`src/hw/rtl/midi_track_event_parser_assert.svh`:
```
// assertion macros for the midi track event parser
// used by midi_track_event_parser.sv; expects signals named clock and reset in scope
`ifndef MIDI_TRACK_EVENT_PARSER_ASSERT_SVH
`define MIDI_TRACK_EVENT_PARSER_ASSERT_SVH

// same-cycle implication, checked outside reset
`define MTEP_ASSERT_IMP(label, ante, cons) \
   label: assert property (@(posedge clock) disable iff (reset) (ante) |-> (cons)) \
      else $error("midi track event parser: implication check failed");

// next-cycle implication, checked outside reset
`define MTEP_ASSERT_NEXT(label, ante, cons) \
   label: assert property (@(posedge clock) disable iff (reset) (ante) |=> (cons)) \
      else $error("midi track event parser: next-cycle check failed");

`endif

```
`src/hw/rtl/mtep_pkg.sv`:
```
// types, codes and helpers for the midi track event parser
// no dependencies; imported by midi_track_event_parser

package mtep_pkg;

   localparam int DEFAULT_TICK_BITS = 32;
   localparam int OUT_DEPTH         = 4;

   localparam logic [7:0] ST_META   = 8'hFF;
   localparam logic [7:0] ST_SYSEX  = 8'hF0;
   localparam logic [7:0] ST_ESCAPE = 8'hF7;
   localparam logic [3:0] CLS_SYS   = 4'hF;
   localparam logic [3:0] CLS_OFF   = 4'h8;
   localparam logic [3:0] CLS_ON    = 4'h9;
   localparam logic [3:0] CLS_CTRL  = 4'hB;
   localparam logic [3:0] CLS_PROG  = 4'hC;
   localparam logic [3:0] CLS_PRESS = 4'hD;

   localparam logic [7:0]  META_TEMPO = 8'h51;
   localparam logic [7:0]  META_END   = 8'h2F;
   localparam logic [27:0] TEMPO_LEN  = 28'd3;
   localparam logic [2:0]  VLQ_MAX    = 3'd4;

   typedef enum logic [3:0] {
      PH_DELTA,
      PH_STATUS,
      PH_DATA1,
      PH_DATA2,
      PH_META_TYPE,
      PH_META_LEN,
      PH_META_BODY,
      PH_SYSEX_LEN,
      PH_SYSEX_SKIP
   } phase_type;

   typedef enum logic [2:0] {
      KIND_ON,
      KIND_OFF,
      KIND_CTRL,
      KIND_PROG,
      KIND_TEMPO,
      KIND_END,
      KIND_ERROR
   } kind_type;

   typedef struct packed {
      logic        vld;
      kind_type    kind;
      logic [3:0]  channel;
      logic [7:0]  d1;
      logic [7:0]  d2;
   } event_type;

   typedef struct packed {
      kind_type    kind;
      logic [3:0]  channel;
      logic [7:0]  d1;
      logic [7:0]  d2;
      logic [23:0] tempo;
      logic [31:0] tick;
      logic        run_end;
   } result_type;

   // statuses that carry a single data byte
   function automatic logic one_byte(input logic [7:0] status);
      return (status[7:4] == CLS_PROG) || (status[7:4] == CLS_PRESS);
   endfunction

   // channel message completed: what, if anything, gets reported
   function automatic event_type channel_event(input logic [7:0] status,
                                               input logic [7:0] d1,
                                               input logic [7:0] d2);
      event_type e;
      e.vld     = 1'b1;
      e.kind    = KIND_OFF;
      e.channel = status[3:0];
      e.d1      = d1;
      e.d2      = d2;
      if (status[7:4] == CLS_OFF || (status[7:4] == CLS_ON && d2 == 8'd0)) begin
         e.kind = KIND_OFF;
      end else if (status[7:4] == CLS_ON) begin
         e.kind = KIND_ON;
      end else if (status[7:4] == CLS_CTRL) begin
         e.kind = KIND_CTRL;
      end else if (status[7:4] == CLS_PROG) begin
         e.kind = KIND_PROG;
         e.d2   = 8'd0;
      end else begin
         e.vld = 1'b0;
      end
      return e;
   endfunction

endpackage

```
`src/hw/rtl/midi_track_event_parser.sv`:
```
// midi track event parser: byte-wise smf track decoding with a small result queue
// depends on mtep_pkg and midi_track_event_parser_assert.svh
//
// usage:
//   req channel: one track byte per transaction in req_tdata, req_tlast on the
//   final byte of the chunk. rsp channel: one decoded event per transaction,
//   event kind in rsp_tuser, rsp_tlast on the last event caused by a byte.
//   each byte is decoded in the cycle it is accepted and its events (none, one,
//   or two on the final byte) are written into a four-entry result queue that
//   drives rsp from its registered entries.
//   throughput is one byte per cycle while req_tready is high; the queue drains
//   one event per cycle while rsp_tready is high, so a byte that yields two
//   events needs two rsp transactions. req_tready is high while the queue has
//   room for two events; when the receiver stalls, bytes are still taken until
//   at least three events wait, then req_tready drops. nothing is lost or dropped.
//   the final byte returns the parser state to its reset values.
//   reset (synchronous, active high) clears the parser state and empties the
//   queue; the block takes bytes as soon as reset is released.

module midi_track_event_parser
   import mtep_pkg::*;
#(
   parameter int TICK_BITS = DEFAULT_TICK_BITS
) (
   input  logic        clock,
   input  logic        reset,
   input  logic        req_tvalid,
   output logic        req_tready,
   input  logic [7:0]  req_tdata,   // track_byte
   input  logic        req_tlast,   // chunk_last
   output logic        rsp_tvalid,
   input  logic        rsp_tready,
   output logic [79:0] rsp_tdata,   // event_channel, first_data, second_data,
                                    // tempo_value, tick_time, zero pad
   output logic [2:0]  rsp_tuser,   // event_kind
   output logic        rsp_tlast    // run_end
);

   `include "midi_track_event_parser_assert.svh"

   localparam int ACC_W = (TICK_BITS < 32) ? TICK_BITS : 32;
   localparam logic [32:0] TICK_LIMIT = (33'd1 << ACC_W) - 33'd1;
   localparam int PTR_W = $clog2(OUT_DEPTH);
   localparam int CNT_W = $clog2(OUT_DEPTH + 1);

   // parser state
   phase_type          phase_ff, phase_in, phase_fd;
   logic [ACC_W-1:0]   acc_ff, acc_in, acc_fd;
   logic [7:0]         running_ff, running_in, running_fd;
   logic [7:0]         cur_ff, cur_in, cur_fd;
   logic [27:0]        vlq_ff, vlq_in, vlq_fd;
   logic [2:0]         vcnt_ff, vcnt_in, vcnt_fd;
   logic [7:0]         held_ff, held_in, held_fd;
   logic [7:0]         meta_ff, meta_in, meta_fd;
   logic [27:0]        skip_ff, skip_in, skip_fd;
   logic [23:0]        tempo_ff, tempo_in, tempo_fd;
   logic               end_ff, end_in, end_fd;
   logic               err_ff, err_in, err_fd;

   // result queue
   result_type         queue_ff [OUT_DEPTH];
   logic [PTR_W-1:0]   wr_ff, wr_in, rd_ff, rd_in;
   logic [CNT_W-1:0]   cnt_ff, cnt_in;

   logic               accept, pop;
   logic [7:0]         b;
   logic [27:0]        vlq_shift, skip_dec;
   logic [2:0]         vcnt_inc;
   logic               vlq_long;
   logic [32:0]        tick_sum;
   logic [ACC_W-1:0]   acc_sat;
   logic [23:0]        tempo_nx;
   event_type          first_evt, data2_evt;
   logic               f_vld, l_vld, l_error;
   kind_type           f_kind;
   logic [3:0]         f_channel;
   logic [7:0]         f_d1, f_d2;
   logic [23:0]        f_tempo;
   result_type         res_a, res_b;
   logic [1:0]         n_push;

   assign accept = req_tvalid && req_tready;
   assign pop    = rsp_tvalid && rsp_tready;
   assign b      = req_tdata;

   // shared decode
   assign vlq_shift = {vlq_ff[20:0], b[6:0]};
   assign vcnt_inc  = vcnt_ff + 3'd1;
   assign vlq_long  = b[7] && (vcnt_inc >= VLQ_MAX);
   assign tick_sum  = 33'(acc_ff) + 33'(vlq_shift);
   assign acc_sat   = (tick_sum > TICK_LIMIT) ? TICK_LIMIT[ACC_W-1:0] : tick_sum[ACC_W-1:0];
   assign tempo_nx  = {tempo_ff[15:0], b};
   assign skip_dec  = skip_ff - 28'd1;
   assign first_evt = channel_event((phase_ff == PH_STATUS) ? running_ff : cur_ff, b, 8'd0);
   assign data2_evt = channel_event(cur_ff, held_ff, b);

   // next state after feeding one byte
   always_comb begin
      phase_fd   = phase_ff;
      acc_fd     = acc_ff;
      running_fd = running_ff;
      cur_fd     = cur_ff;
      vlq_fd     = vlq_ff;
      vcnt_fd    = vcnt_ff;
      held_fd    = held_ff;
      meta_fd    = meta_ff;
      skip_fd    = skip_ff;
      tempo_fd   = tempo_ff;
      end_fd     = end_ff;
      err_fd     = err_ff;
      if (!err_ff) begin
         unique case (phase_ff)
            PH_DELTA: begin
               vlq_fd  = vlq_shift;
               vcnt_fd = vcnt_inc;
               if (!b[7]) begin
                  acc_fd   = acc_sat;
                  vlq_fd   = '0;
                  vcnt_fd  = '0;
                  phase_fd = PH_STATUS;
               end else if (vlq_long) begin
                  err_fd = 1'b1;
               end
            end
            PH_STATUS: begin
               if (!b[7]) begin
                  if (running_ff == 8'd0) begin
                     err_fd = 1'b1;
                  end else begin
                     cur_fd  = running_ff;
                     held_fd = b;
                     if (one_byte(running_ff)) begin
                        phase_fd = PH_DELTA;
                        vlq_fd   = '0;
                        vcnt_fd  = '0;
                     end else begin
                        phase_fd = PH_DATA2;
                     end
                  end
               end else begin
                  cur_fd     = b;
                  running_fd = (b[7:4] == CLS_SYS) ? 8'd0 : b;
                  if (b == ST_META) begin
                     phase_fd = PH_META_TYPE;
                  end else if (b == ST_SYSEX || b == ST_ESCAPE) begin
                     vlq_fd   = '0;
                     vcnt_fd  = '0;
                     phase_fd = PH_SYSEX_LEN;
                  end else if (b[7:4] == CLS_SYS) begin
                     err_fd = 1'b1;
                  end else begin
                     phase_fd = PH_DATA1;
                  end
               end
            end
            PH_DATA1: begin
               held_fd = b;
               if (one_byte(cur_ff)) begin
                  phase_fd = PH_DELTA;
                  vlq_fd   = '0;
                  vcnt_fd  = '0;
               end else begin
                  phase_fd = PH_DATA2;
               end
            end
            PH_DATA2: begin
               phase_fd = PH_DELTA;
               vlq_fd   = '0;
               vcnt_fd  = '0;
            end
            PH_META_TYPE: begin
               meta_fd  = b;
               vlq_fd   = '0;
               vcnt_fd  = '0;
               phase_fd = PH_META_LEN;
            end
            PH_META_LEN: begin
               vlq_fd  = vlq_shift;
               vcnt_fd = vcnt_inc;
               if (!b[7]) begin
                  vcnt_fd  = '0;
                  skip_fd  = vlq_shift;
                  tempo_fd = '0;
                  if (vlq_shift == 28'd0) begin
                     // empty body: meta event ends here
                     if (meta_ff == META_END) begin
                        end_fd = 1'b1;
                     end
                     phase_fd = PH_DELTA;
                     vlq_fd   = '0;
                  end else begin
                     phase_fd = PH_META_BODY;
                  end
               end else if (vlq_long) begin
                  err_fd = 1'b1;
               end
            end
            PH_META_BODY: begin
               tempo_fd = tempo_nx;
               skip_fd  = skip_dec;
               if (skip_dec == 28'd0) begin
                  if (meta_ff == META_END) begin
                     end_fd = 1'b1;
                  end
                  phase_fd = PH_DELTA;
                  vlq_fd   = '0;
                  vcnt_fd  = '0;
               end
            end
            PH_SYSEX_LEN: begin
               vlq_fd  = vlq_shift;
               vcnt_fd = vcnt_inc;
               if (!b[7]) begin
                  skip_fd = vlq_shift;
                  if (vlq_shift == 28'd0) begin
                     phase_fd = PH_DELTA;
                     vlq_fd   = '0;
                     vcnt_fd  = '0;
                  end else begin
                     phase_fd = PH_SYSEX_SKIP;
                  end
               end else if (vlq_long) begin
                  err_fd = 1'b1;
               end
            end
            PH_SYSEX_SKIP: begin
               skip_fd = skip_dec;
               if (skip_dec == 28'd0) begin
                  phase_fd = PH_DELTA;
                  vlq_fd   = '0;
                  vcnt_fd  = '0;
               end
            end
            default: begin
               phase_fd = PH_DELTA;
               vlq_fd   = '0;
               vcnt_fd  = '0;
            end
         endcase
      end
   end

   // the final byte of a chunk puts everything back to reset values
   always_comb begin
      phase_in   = phase_ff;
      acc_in     = acc_ff;
      running_in = running_ff;
      cur_in     = cur_ff;
      vlq_in     = vlq_ff;
      vcnt_in    = vcnt_ff;
      held_in    = held_ff;
      meta_in    = meta_ff;
      skip_in    = skip_ff;
      tempo_in   = tempo_ff;
      end_in     = end_ff;
      err_in     = err_ff;
      if (accept) begin
         if (req_tlast) begin
            phase_in   = PH_DELTA;
            acc_in     = '0;
            running_in = '0;
            cur_in     = '0;
            vlq_in     = '0;
            vcnt_in    = '0;
            held_in    = '0;
            meta_in    = '0;
            skip_in    = '0;
            tempo_in   = '0;
            end_in     = 1'b0;
            err_in     = 1'b0;
         end else begin
            phase_in   = phase_fd;
            acc_in     = acc_fd;
            running_in = running_fd;
            cur_in     = cur_fd;
            vlq_in     = vlq_fd;
            vcnt_in    = vcnt_fd;
            held_in    = held_fd;
            meta_in    = meta_fd;
            skip_in    = skip_fd;
            tempo_in   = tempo_fd;
            end_in     = end_fd;
            err_in     = err_fd;
         end
      end
   end

   // event caused by feeding the byte
   always_comb begin
      f_vld     = 1'b0;
      f_kind    = KIND_ERROR;
      f_channel = '0;
      f_d1      = '0;
      f_d2      = '0;
      f_tempo   = '0;
      if (!err_ff) begin
         unique case (phase_ff) inside
            PH_DELTA, PH_SYSEX_LEN: begin
               f_vld = vlq_long;
            end
            PH_STATUS: begin
               if (!b[7]) begin
                  if (running_ff == 8'd0) begin
                     f_vld = 1'b1;
                  end else if (one_byte(running_ff)) begin
                     f_vld     = first_evt.vld;
                     f_kind    = first_evt.kind;
                     f_channel = first_evt.channel;
                     f_d1      = first_evt.d1;
                     f_d2      = first_evt.d2;
                  end
               end else begin
                  f_vld = (b[7:4] == CLS_SYS) && (b != ST_META) && (b != ST_SYSEX)
                          && (b != ST_ESCAPE);
               end
            end
            PH_DATA1: begin
               if (one_byte(cur_ff)) begin
                  f_vld     = first_evt.vld;
                  f_kind    = first_evt.kind;
                  f_channel = first_evt.channel;
                  f_d1      = first_evt.d1;
                  f_d2      = first_evt.d2;
               end
            end
            PH_DATA2: begin
               f_vld     = data2_evt.vld;
               f_kind    = data2_evt.kind;
               f_channel = data2_evt.channel;
               f_d1      = data2_evt.d1;
               f_d2      = data2_evt.d2;
            end
            PH_META_LEN: begin
               if (!b[7]) begin
                  // tempo needs a three-byte body, so only end of track fits here
                  if (vlq_shift == 28'd0 && meta_ff == META_END) begin
                     f_vld  = 1'b1;
                     f_kind = KIND_END;
                  end
               end else begin
                  f_vld = vlq_long;
               end
            end
            PH_META_BODY: begin
               if (skip_dec == 28'd0) begin
                  if (meta_ff == META_TEMPO && vlq_ff == TEMPO_LEN) begin
                     f_vld   = 1'b1;
                     f_kind  = KIND_TEMPO;
                     f_tempo = tempo_nx;
                  end else if (meta_ff == META_END) begin
                     f_vld  = 1'b1;
                     f_kind = KIND_END;
                  end
               end
            end
            default: begin
               f_vld = 1'b0;
            end
         endcase
      end
   end

   // closing event on the final byte: truncation error or added end of track
   assign l_error = (phase_fd != PH_DELTA) || (vcnt_fd != 3'd0);
   assign l_vld   = req_tlast && !err_fd && (l_error || !end_fd);

   always_comb begin
      res_b.kind    = l_error ? KIND_ERROR : KIND_END;
      res_b.channel = '0;
      res_b.d1      = '0;
      res_b.d2      = '0;
      res_b.tempo   = '0;
      res_b.tick    = 32'(acc_fd);
      res_b.run_end = 1'b1;
      if (f_vld) begin
         res_a.kind    = f_kind;
         res_a.channel = f_channel;
         res_a.d1      = f_d1;
         res_a.d2      = f_d2;
         res_a.tempo   = f_tempo;
         res_a.tick    = 32'(acc_fd);
         res_a.run_end = !l_vld;
      end else begin
         res_a = res_b;
      end
      if (!accept) begin
         n_push = 2'd0;
      end else begin
         n_push = 2'(f_vld) + 2'(l_vld);
      end
   end

   // queue pointers and fill count
   always_comb begin
      wr_in  = wr_ff + PTR_W'(n_push);
      rd_in  = rd_ff + PTR_W'(pop);
      cnt_in = cnt_ff + CNT_W'(n_push) - CNT_W'(pop);
   end

   assign req_tready = cnt_ff <= CNT_W'(OUT_DEPTH - 2);
   assign rsp_tvalid = cnt_ff != '0;
   assign rsp_tuser  = queue_ff[rd_ff].kind;
   assign rsp_tlast  = queue_ff[rd_ff].run_end;
   assign rsp_tdata  = {4'd0, queue_ff[rd_ff].tick, queue_ff[rd_ff].tempo,
                        queue_ff[rd_ff].d2, queue_ff[rd_ff].d1, queue_ff[rd_ff].channel};

   always_ff @(posedge clock) begin
      if (reset) begin
         phase_ff   <= PH_DELTA;
         acc_ff     <= '0;
         running_ff <= '0;
         cur_ff     <= '0;
         vlq_ff     <= '0;
         vcnt_ff    <= '0;
         held_ff    <= '0;
         meta_ff    <= '0;
         skip_ff    <= '0;
         tempo_ff   <= '0;
         end_ff     <= 1'b0;
         err_ff     <= 1'b0;
         wr_ff      <= '0;
         rd_ff      <= '0;
         cnt_ff     <= '0;
      end else begin
         phase_ff   <= phase_in;
         acc_ff     <= acc_in;
         running_ff <= running_in;
         cur_ff     <= cur_in;
         vlq_ff     <= vlq_in;
         vcnt_ff    <= vcnt_in;
         held_ff    <= held_in;
         meta_ff    <= meta_in;
         skip_ff    <= skip_in;
         tempo_ff   <= tempo_in;
         end_ff     <= end_in;
         err_ff     <= err_in;
         wr_ff      <= wr_in;
         rd_ff      <= rd_in;
         cnt_ff     <= cnt_in;
      end
   end

   always_ff @(posedge clock) begin
      if (n_push != 2'd0) begin
         queue_ff[wr_ff] <= res_a;
      end
      if (n_push == 2'd2) begin
         queue_ff[wr_ff + PTR_W'(1)] <= res_b;
      end
   end

   // a result that is not the last of its byte always has its partner queued
   `MTEP_ASSERT_IMP(a_pair_queued, rsp_tvalid && !rsp_tlast, cnt_ff >= CNT_W'(2))
   // once an error is held, bytes give no results
   `MTEP_ASSERT_IMP(a_error_silent, accept && err_ff, n_push == 2'd0)
   // the final byte leaves the parser in its reset state
   `MTEP_ASSERT_NEXT(a_last_resets, accept && req_tlast,
                     phase_ff == PH_DELTA && acc_ff == '0 && !err_ff && !end_ff)

endmodule

```
`config.mk`:
```
export PLATFORM = sky130hd
export DESIGN_NAME = midi_track_event_parser
export DESIGN_NICKNAME = d
export VERILOG_FILES = /design/src/hw/rtl/mtep_pkg.sv /design/src/hw/rtl/midi_track_event_parser.sv
export VERILOG_INCLUDE_DIRS = /design/src /design/src/hw/rtl
export SDC_FILE = /design/constraint.sdc
export NUM_CORES = 1
export LEC_CHECK = 0
export BUFFER_PORTS_ARGS = -buffer_cell sky130_fd_sc_hd__buf_4
export CAP_MARGIN = 20
export CORE_ASPECT_RATIO = 0.9
export CORE_MARGIN = 2
export CORE_UTILIZATION = 35
export CTS_CLUSTER_SIZE = 16
export DETAILED_ROUTE_END_ITERATION = 6
export SLEW_MARGIN = 25
export SYNTH_ARGS = -nofsm -noshare
export SYNTH_HDL_FRONTEND = slang
export SYNTH_SLANG_ARGS = --single-unit
export TNS_END_PERCENT = 100
```
`constraint.sdc`:
```
create_clock -name clock -period 15.8 [get_ports clock]
set_input_delay 0 -clock clock [delete_from_list [all_inputs] [get_ports clock]]
set_output_delay 0 -clock clock [all_outputs]
set_load 0.02 [all_outputs]
```
## Word-level counts from Yosys, hierarchy flattened

Memories as Yosys holds them, arrays and structs flattened. A register that Yosys moved wholly into a read port is not among the register bits.
Index checks and enable logic that the tools add are counted.

| operators by class | value |
|---|---|
| add/subtract/negate cells | 9 |
| magnitude comparators | 3 |
| equality and inequality tests | 42 |
| multiplexer cells | 159 |
| reductions and logical operators | 48 |

Operator list:

| cell | number |
|---|---|
| $mux 28 | 15 |
| $mux 8 | 26 |
| $mux 32 | 5 |
| $pmux 28 s5 | 1 |
| $mux 24 | 4 |
| $mux 80 | 1 |
| $mux 3 | 23 |
| $mux 4 | 17 |
| $logic_not 28->1 | 2 |
| $pmux 28 s2 | 1 |
| $eq 4x4->1 const B | 13 |
| $mux 16 | 3 |
| $mux 1 | 37 |
| $add 32x28->33 | 1 |
| $gt 33x32->1 const B | 1 |
| $pmux 16 s2 | 1 |
| $pmux 3 s5 | 2 |
| $eq 28x2->1 const B | 1 |
| $pmux 4 s7 | 1 |
| $sub 28x1->28 const B | 1 |
| $mux 2 | 13 |
| $eq 8x8->1 const B | 3 |
| $ne 8x8->1 const B | 3 |
| $pmux 8 s3 | 1 |
| 40 further kinds | 85 |

| storage, ports and cells | value |
|---|---|
| flip-flop bits (word level) | 152 |
| memory bits (writable) | 320 |
| input bits | 13 |
| output and inout port bits | 86 |
| logic and storage cells | 277 |
| memories | 1 |

Memory list:

| memory | depth | width | rd ports | clocked after Yosys merged registers in | write ports | RTL line | RTL |
|---|---|---|---|---|---|---|---|
| queue_ff | 4 | 80 | 1 | 1 | 2 | midi_track_event_parser.sv:61 | `result_type queue_ff [OUT_DEPTH];` |

## Depth between registers and ports, before layout

| logic depth | value |
|---|---|
| word-level depth | 17 |
| depth in mapped cells | 24 |
| depth with buffers taken out | 21 |

## Least setup slack after synthesis

No wires, ideal clock.

| timing path | value |
|---|---|
| path kind | reg-to-reg |
| start | reg skip_ff[0] |
| end | mem queue_ff[1][19] in the netlist's numbering (data pin) |
| setup time | 258 ps |
| arrival time | 5756 ps |
| data required time | 15542 ps |
| path slack | 9786 ps |
| stages on the path, launching flop included | 20 |
| path buffers | 4 |
| clock period less this slack | 6014 ps |
| cells stage by stage | dfxtp_1 > buf_6 > or4_4 > buf_6 > o41a_1 > o32a_1 > a2111oi_4 > nand4_2 > or4_1 > clkbuf_1 > a41o_1 > nor2_1 > a2111oi_0 > ha_1 > o21ai_0 > nor3b_1 > nor2_1 > clkbuf_1 > inv_1 > and2_1 |

RTL lines:

| element | RTL line | RTL |
|---|---|---|
| start, declared | midi_track_event_parser.sv:55 | `logic [27:0] skip_ff, skip_in, skip_fd;` |
| start signal, assigned | midi_track_event_parser.sv:433 | `skip_ff <= skip_in;` |
| end, declared | midi_track_event_parser.sv:61 |  |

==> metrics.cfg <==
[critical_path]
crit_type = flop to flop
worst_ep_arrival_time_ns = 8.22
startpoint_type = flop
cpMaxStageDelayCell = nor3b_1
worstPathRequired_ns = 16.14
slowest_delay_ns = 0.78
endpoint_kind = flop
path_cells = inv_1, ha_1, nor3b_1, nand3_1, o31a_1, nor3_1, o22ai_1, or4_1, a41o_1, nor2_1, a2111oi_0, ha_1, o21ai_0, nor3_1, nor2_4, inv_1, buf_4, and2_1
worstPathMaxFanout = 33

[global_route]
grt_pass1_vias = 17810
grt_first_pass_wirelength_mm = 103.4
antenna_found_initial = 2
track_usage = 0.1970
globalRouteOverflowTotal = 0
grt_start_max_net_pins = 77

[clock_network]
htreeDepth = 2
cts_max_path_buffers = 3
cts_tree = done
cts_resized = 0
postCtsSetupBuffers = 0
cts_root_buffer = clkbuf_16
clkTransAtPathRegs_ns = 0.06
cts_buffers = 50
hold_buffers = 10
clock_latency_ns = 0.58
cts.sinks = 472

[logic_synthesis]
ys_seq_area_frac = 0.4814
ys_ff_latch = 472
synth.largest_area_cell = dfxtp_1
synthArstFlopShare = 0
synth-edff-count = 136
syn-mean-instance-area_um2 = 9.999
synth-main-ff-cell = dfxtp_1
syn_inst = 2246
yosysUniqueCellTypes = 88
syn-cell-area_mm2 = 0.02246
ys_top_cells_by_count = dfxtp_1 (336), nor2_1 (288), nand2_1 (210)
synthTopCellsByArea = dfxtp_1 (30%), edfxtp_1 (18%), mux4_2 (8.0%)
yosys_warnings = 0
synth_most_common_cell = dfxtp_1
synth_top_area_share = 0.2995

[placement]
place_congestion = 0.8984
io_buffer_count = 94
pre_cts_slack_ns = 8.110
hpwl_mm = 43.17

[power_and_ir_drop]
p_leak_uw = 0.009175
vdd.ir_drop.worst_uv = 103.2
power_per_cell_area_mw_per_mm2 = 120.7

[sta]
relSlewSlack = 0.2799
hold_viol_final = 0
worst_pin_slew_ns = 1.072
maxSlewViolCount = 0
setup_violations = 0
tns_ns = 0
timing.fmax_mhz = 126.9
period_minus_slack_ns = 7.878
rsz0062_at_grt = no
timing.final.ws_setup_ns = 7.922
fin_skew_ns = 0.01463
finalCritPeriodShare = 0.4986

[outcome]
status = finished clean

[detailed_routing]
drt-wirelength-per-cell_um = 21.14
drt_pre_antenna_iters = 6
drc = 0
wirelength_mm = 66.63
drtIter0Drc = 1900
dr_total_vias = 18160
post_drt_via_cell_ratio = 5.761
ant_nets = 0

[die]
dieArea_mm2 = 0.06621
die_h_um = 244.3
start_util = 0.3523
core_mm2 = 0.06375
row_count = 88
ioPinCount = 99
die_x_um = 271.0

[worst_hold_path]
hp-class = input port to flop

[final_layout]
regArea_mm2 = 0.01082
areaGrowthSynthToFinish_pct = 13.74
layout-drive-gt1-share = 0.1393
fillCellCount = 6073
multi_input_area_mm2 = 0.01091
nets = 2312
diodes = 0

[job]
drv_cap = 0

==> registers in the layout (all words and copies together) (netlist names) <==
signal	flops
phase_ff	4
err_ff	1
queue_ff	320
cnt_ff	3
held_ff	8
end_ff	1
skip_ff	28
running_ff	8
vcnt_ff	3
rd_ff	2
wr_ff	2
vlq_ff	28
tempo_ff	16
acc_ff	32
cur_ff	8
meta_ff	8
==> cell families (layout without fill, tap and decap cells) <==
logic type	Yosys count	count (layout)	share of synthesized area
xor gates and xnor gates	38	38	0.01482
muxes	112	112	0.09455
other	1	4	0.0001670
DFF	472	472	0.4814
AOI/OAI and AO/OA	619	619	0.1895
buffers and inverters	196	244	0.03744
adders and majority gates	39	39	0.02240
and+or+nand+nor	769	769	0.1598
==> cell type report <==
| class | instances | area share |
|---|---|---|
| clock buffers | 72 | 0.05574 |
| clock inverters | 17 | 0.008523 |
| inverters | 28 | 0.004115 |
| multi-input cells | 1581 | 0.4271 |
| flip-flops and latches | 472 | 0.4235 |
| well taps | 855 | 0.04188 |
| repair buffers | 127 | 0.03909 |
==> layout by cell type, fill, tap and decap left out, drive strengths merged, types with 31 or more instances in the layout <==
master	instances
dfxtp	336
nor2	292
nand2	210
o21ai	159
edfxtp	136
a22o	132
buf	117
a21oi	107
mux4	80
clkbuf	72
nor3	59
nand3	50
a22oi	40
ha	37
mux2i	31
==> worst max-delay path, delay by kind of cell (launching register included) <==
kind	cells	cell delay [ns]
buffers and inverters	3	1.11
adder cells (fa/ha/maj)	2	0.74
flip-flops	1	0.39
AO/OA/AOI/OAI	5	1.73
AND/OR/NAND/NOR	8	3.64
==> power by group <==
| group | switching [uW] | internal, uW | total, uW |
|---|---|---|---|
| logic | 344 | 220 | 564 |
| registers | 54.1 | 1290 | 1340 |
| clock network | 487 | 692 | 1180 |
==> worst paths after layout <==
check | slack, ns | from | cells past startpoint | to
setup reg to reg | 7.92 | skip_ff[0]$_SDFFE_PP0P_ | 18 | queue_ff[0][19]$_DFFE_PP_
hold / removal | 0.04 | req_tlast | 4 | vcnt_ff[2]$_SDFFE_PP0P_
setup / recovery | 7.92 | skip_ff[0]$_SDFFE_PP0P_ | 18 | queue_ff[0][19]$_DFFE_PP_
hold reg to reg | 0.45 | queue_ff[3][59]$_SDFFE_PP0N_ | 2 | queue_ff[3][59]$_SDFFE_PP0N_
==> metal layers <==
layer  up-vias  share of wire  track usage
met5         -        0.00020            0
met4         2          0.033      0.06825
met3       140          0.062      0.02965
met2       629           0.45       0.3095
met1      8984           0.45       0.2763
li1       8405              -            -
==> metrics by stage <==
stage | instances | total power, uW | util | cell area (um^2) | hold slack (ns)
finish | 3152 | 3084 | 0.4007 | 25540 | 0.03937
global route | 3152 | 3199 | 0.4007 | 25540 | 0.06117
CTS | 3151 | 3104 | 0.3999 | 25490 | 0.006960
detailed placement | 3052 | 1928 | 0.3726 | 23750 | 0.3713
global placement | 3052 | 1921 | 0.3723 | 23740 | 0.3573
floorplan | 2249 | 1733 | - | 22470 | 0.2463
Power figures use the tool's default switching activity.
